**src/rtl/assert_macros.svh**
```systemverilog
// Assertion macros shared by the wavelet transform RTL.
// Every use expects a clock named clk and an active-low reset named rst_n in scope.
`ifndef ASSERT_MACROS_SVH
`define ASSERT_MACROS_SVH

// Same-cycle implication.
`define ASSERT_IMP(lbl, ante, cons, msg) \
    lbl: assert property (@(posedge clk) disable iff (!rst_n) (ante) |-> (cons)) else $error(msg);

// Next-cycle implication.
`define ASSERT_NXT(lbl, ante, cons, msg) \
    lbl: assert property (@(posedge clk) disable iff (!rst_n) (ante) |=> (cons)) else $error(msg);

`endif

```
**src/rtl/cdwt_pkg.sv**
```systemverilog
// Package for the in-place Coiflet wavelet transform: widths, codes, types, helpers.
// Used by cdwt_mac and coiflet6_dwt_inplace_top; depends on nothing.
package cdwt_pkg;

    localparam int MAX_LEN_DEF = 1024;
    localparam int FRAC_DEF    = 16;

    localparam int DATA_W = 32;
    localparam int COEF_W = 18;
    localparam int PROD_W = DATA_W + COEF_W;
    localparam int ACC_W  = PROD_W + 4;
    localparam int IDX_W  = 10;
    localparam int CNT_W  = 11;
    localparam int LVL_W  = 4;
    localparam int NTAPS  = 6;

    localparam logic [1:0] MODE_WRITE = 2'd0;
    localparam logic [1:0] MODE_RUN   = 2'd1;
    localparam logic [1:0] MODE_READ  = 2'd2;

    localparam logic [1:0] STAT_OK  = 2'd0;
    localparam logic [1:0] STAT_BAD = 2'd1;
    localparam logic [1:0] STAT_SAT = 2'd2;

    localparam logic [2:0] REG_DIRECTION = 3'd0;
    localparam logic [2:0] REG_LEVELS    = 3'd1;
    localparam logic [2:0] REG_COEF0     = 3'd2;

    typedef enum logic [2:0] {
        ST_IDLE,
        ST_RDWAIT,
        ST_SAVE,
        ST_LOAD,
        ST_MAC,
        ST_DRAIN,
        ST_RESP
    } state_t;

    typedef struct packed {
        logic valid;
        logic clr;
        logic last;
        logic neg;
    } mac_ctl_t;

    // Which coefficient multiplies tap k, for the scaling (half 0) or detail (half 1) sum.
    function automatic logic [2:0] coef_sel(input logic fwd, input logic half,
                                            input logic [2:0] k);
        logic [2:0] r;
        r = k;
        case ({fwd, half})
            2'b10: r = k;
            2'b11: r = 3'(5 - k);
            2'b00:
            begin
                case (k)
                    3'd0: r = 3'd4;
                    3'd4: r = 3'd0;
                    default: r = k;
                endcase
            end
            2'b01:
            begin
                case (k)
                    3'd0: r = 3'd5;
                    3'd1: r = 3'd0;
                    3'd2: r = 3'd3;
                    3'd3: r = 3'd2;
                    3'd4: r = 3'd1;
                    3'd5: r = 3'd4;
                    default: r = k;
                endcase
            end
            default: r = k;
        endcase
        return r;
    endfunction

    // Clamp an accumulator to 32 bits; the top bit of the result flags saturation.
    function automatic logic [DATA_W:0] sat32(input logic signed [ACC_W-1:0] x);
        logic signed [ACC_W-1:0] hi;
        logic signed [ACC_W-1:0] lo;
        hi = {{(ACC_W-DATA_W+1){1'b0}}, {(DATA_W-1){1'b1}}};
        lo = {{(ACC_W-DATA_W+1){1'b1}}, {(DATA_W-1){1'b0}}};
        if (x > hi)
            return {1'b1, hi[DATA_W-1:0]};
        else if (x < lo)
            return {1'b1, lo[DATA_W-1:0]};
        else
            return {1'b0, x[DATA_W-1:0]};
    endfunction

endpackage

```
**src/rtl/cdwt_mac.sv**
```systemverilog
// Shared multiply-accumulate unit: one product per cycle, rounded and summed.
// Depends on cdwt_pkg for widths, the control struct and the saturation helper.
module cdwt_mac #(
    parameter int COEF_FRAC_BITS = cdwt_pkg::FRAC_DEF
) (
    input  logic                                clk,
    input  logic                                rst_n,
    input  cdwt_pkg::mac_ctl_t                  ctl,
    input  logic signed [cdwt_pkg::DATA_W-1:0]  a,
    input  logic signed [cdwt_pkg::COEF_W-1:0]  c,
    output logic                                res_valid,
    output logic [cdwt_pkg::DATA_W-1:0]         res_value,
    output logic                                res_sat
);

    localparam int ACC_W  = cdwt_pkg::ACC_W;
    localparam int PROD_W = cdwt_pkg::PROD_W;
    localparam logic signed [ACC_W-1:0] HALF = ACC_W'(1) << (COEF_FRAC_BITS - 1);

    logic signed [PROD_W-1:0] p_reg;
    cdwt_pkg::mac_ctl_t       ctl1_reg;
    logic signed [ACC_W-1:0]  acc_reg;
    logic signed [ACC_W-1:0]  acc_next;
    logic                     last2_reg;
    logic signed [ACC_W-1:0]  pe;
    logic signed [ACC_W-1:0]  rnd;
    logic [cdwt_pkg::DATA_W:0] sat_res;

    // Rounding adds one half and floors, so halves round up.
    always_comb
    begin
        pe  = {{(ACC_W-PROD_W){p_reg[PROD_W-1]}}, p_reg};
        rnd = (pe + HALF) >>> COEF_FRAC_BITS;
        acc_next = (ctl1_reg.clr ? '0 : acc_reg) + (ctl1_reg.neg ? -rnd : rnd);
    end

    always_ff @(posedge clk or negedge rst_n)
    begin
        if (!rst_n)
        begin
            ctl1_reg  <= '0;
            last2_reg <= 1'b0;
        end
        else
        begin
            ctl1_reg  <= ctl;
            last2_reg <= ctl1_reg.valid & ctl1_reg.last;
        end
    end

    always_ff @(posedge clk)
    begin
        p_reg <= a * c;
        if (ctl1_reg.valid)
            acc_reg <= acc_next;
    end

    assign sat_res   = cdwt_pkg::sat32(acc_reg);
    assign res_valid = last2_reg;
    assign res_value = sat_res[cdwt_pkg::DATA_W-1:0];
    assign res_sat   = sat_res[cdwt_pkg::DATA_W];

endmodule
```
**config.mk**
```make
export PLATFORM = sky130hd
export DESIGN_NAME = cdwt_mac
export DESIGN_NICKNAME = d
export VERILOG_FILES = /design/src/rtl/assert_macros.svh /design/src/rtl/cdwt_pkg.sv /design/src/rtl/cdwt_mac.sv
export SDC_FILE = /design/constraint.sdc
export NUM_CORES = 2
export LEC_CHECK = 0
export BUFFER_PORTS_ARGS = -buffer_cell sky130_fd_sc_hd__buf_4
export CORE_ASPECT_RATIO = 0.5
export CORE_MARGIN = 2
export CORE_UTILIZATION = 30
export CTS_CLUSTER_DIAMETER = 100
export DETAILED_ROUTE_END_ITERATION = 6
export PLACE_DENSITY_LB_ADDON = 0.1
export RECOVER_POWER = 50
export SYNTH_ARGS = -nofsm -noshare
export SYNTH_HDL_FRONTEND = slang
export SYNTH_SLANG_ARGS = --single-unit
```
**constraint.sdc**
```tcl
create_clock -name clk -period 5.6 [get_ports clk]
set_input_delay 0 -clock clk [delete_from_list [all_inputs] [get_ports clk]]
set_output_delay 0 -clock clk [all_outputs]
set_load 0.005 [all_outputs]
```
==> flow_metrics.tcl <==
set metrics [dict create \
    cts_sinks 94 \
    die_w_um 434 \
    route.vias.total 22786 \
    root_buffer "clkbuf_16" \
    antenna_found_initial 4 \
    post-route-min-period_ps 5640 \
    syn_inst 3196 \
    start_util 0.305 \
    area_growth_pct 27.9 \
    hold_violations 0 \
    tritoncts "built" \
    hp-class "input pin to flip-flop" \
    dr.pass1.iters 5 \
    drv_slew 89 \
    cp_slowest_cell "fa_2" \
    max_cap_violations 2 \
    critical-path-top-delay-family "adder cells" \
    numCtsBuffers 9 \
    fmax_ghz 0.177 \
    start_kind "input pin" \
    grt_max_degree 56 \
    drtAntennaViolNets 0 \
    pin_count 90 \
    die_area_um2 95200 \
    htreeDepth 3 \
    crit_required_ps 5900 \
    yosysWarnings 0 \
    grt_usage 0.194 \
    synthTopCellsByArea "fa_1, inv_1, ha_1, nand2_1, edfxtp_1" \
    routed_wl_um 92100 \
    yosysMostFrequentCell "inv_1" \
    min_period_over_period 1.01 \
    rows 78 \
    worst-path-buf-inv 8 \
    synthTopCellsByCount "inv_1, fa_1, nand2_1" \
    synth_top_flop_cell "edfxtp_1" \
    drt-initial-drc-count 1101 \
    synth_edf_count 54 \
    slew_headroom -1.32 \
    grt_pass1_wl_um 142000 \
    hpwl_um 77000 \
    die_y_um 219 \
    fin_area_um2 35500 \
    rsz0062_at_grt "true" \
    drc 0 \
    grt_overflow 0 \
    netlist.area_leader.share 0.399 \
    yosysSeqAreaShare 0.0881 \
    layout_setup_ws_ps -39.0 \
    max_stage_delay_ps 580 \
    clockBufferDepth 2 \
    yosys.area.top_type "fa_1" \
    place_area_um2 33400 \
    crit_fanout 7 \
    whs_ps 295 \
    diodes 0 \
    cp.arrival_ps 5940 \
    place.port_buffers 89 \
    clkTransAtPathRegs_ps 70 \
    synth_area_um2 27800 \
    cpMostUsedCell "fa_1" \
    grt_pass1_vias 24434 \
    async_reset_ff_frac 0.0532 \
    vias_per_cell 4.65 \
    worstSetupEndpointType "flip-flop" \
    setup_viol 4 \
    synthDistinctLibCells 85 \
    gp_congestion 0.881 \
    violations "max-capacitance violations, max-slew violations, negative setup slack" \
    fin_nets 4434 \
    core_area_um2 91200 \
    synth_fp_nets 3976 \
    drive_gt1_frac 0.232 \
    criticalPathCategory "input pin to flip-flop" \
    tightest_slew_ps 3490 \
    ys_seq_elements 94 \
    largest_register_ffs 54 \
    skew_ps 14.2 \
    clock_latency_ps 390 \
    status "finished with violations" \
    post_drt_wl_per_cell_um 18.8 \
    synth_area_per_cell_um2 8.69 \
    tns_ps -106 \
]
==> layout make-up <==
type,instances,area (µm²)
tap,1240,1550
multi-input combinational,2317,23400
fill,9420,55600
clock inverter,3,16.3
sequential,94,2450
timing repair buffer,601,5440
clock buffer,13,272
inverter,631,2370
==> cells by family (layout without fill, tap and decap cells) <==
kind of cell               after synthesis  in the layout  share of synthesized area
buffers and inverters                  785           1248                      0.107
xor gates and xnor gates               154            154                     0.0486
muxes                                    6              6                    0.00234
and+or+nand+nor                       1084           1084                      0.195
AOI/OAI and AO/OA                      349            349                     0.0837
adders and majority gates              724            724                      0.476
DFF                                     94             94                     0.0881
==> per-stage QoR <==
stage          cells  worst slack, ps   util
5_1_grt         4899             -241  0.390
4_1_cts         4855             -215  0.376
6_report        4899            -39.0  0.390
3_3_place_gp    4821             -814  0.367
3_5_place_dp    4821             -978  0.367
2_1_floorplan   3196            -7.63      -
==> final timing paths <==
path	from	to	slack, ps	depth (start not counted)
min reg2reg	ctl1_reg[1]$_DFF_PN0_	res_valid$_DFF_PN0_	450	1
max in group asynchronous	rst_n	ctl1_reg[3]$_DFF_PN0_	4840	3
min in group asynchronous	rst_n	ctl1_reg[0]$_DFF_PN0_	560	3
max reg2reg	p_reg[15]$_DFF_P_	acc_reg[50]$_DFFE_PP_	60	23
max	c[13]	p_reg[49]$_DFF_P_	-40	25
min	ctl[0]	ctl1_reg[0]$_DFF_PN0_	300	2
==> per-layer routing <==
metal  global-route usage  part of all wire  up-vias  wire (µm)
met2                0.316              0.46      330      42200
met4               0.0346             0.014        2       1310
met1                0.281              0.49    11602      45300
li1                     -                 -    10791          -
met5                    0          0.000087        -          8
met3               0.0213             0.035       61       3260
==> layout by cell type (no fill, tap or decap), types with 17 or more instances in the layout <==
| master | instances |
|---|---|
| a21o_1 | 47 |
| a21oi_1 | 69 |
| a21oi_2 | 18 |
| a31oi_1 | 18 |
| and2_1 | 213 |
| and2_4 | 20 |
| and3_1 | 22 |
| buf_12 | 43 |
| buf_4 | 476 |
| buf_6 | 37 |
| clkbuf_16 | 17 |
| dfxtp_1 | 32 |
| edfxtp_1 | 54 |
| fa_1 | 520 |
| fa_2 | 33 |
| ha_1 | 146 |
| ha_4 | 23 |
| inv_1 | 602 |
| inv_2 | 27 |
| nand2_1 | 458 |
| nand3_1 | 35 |
| nand4_1 | 30 |
| nor2_1 | 93 |
| nor2b_1 | 65 |
| nor3_1 | 27 |
| nor4_1 | 17 |
| o21ai_0 | 54 |
| xnor2_1 | 105 |
| xor2_1 | 43 |
==> repair_timing <==
action                     4_1_cts  5_1_grt
cloned                           0        7
setup endpoints to repair       35       38
gates resized for setup         95      220
hold endpoints to repair         9        0
pin swaps                       51      148
hold buffers                     6        0
setup buffers                   12       38
Power is not shown: default switching activity piles up to over one toggle a cycle in this logic, so the estimate is an artifact.
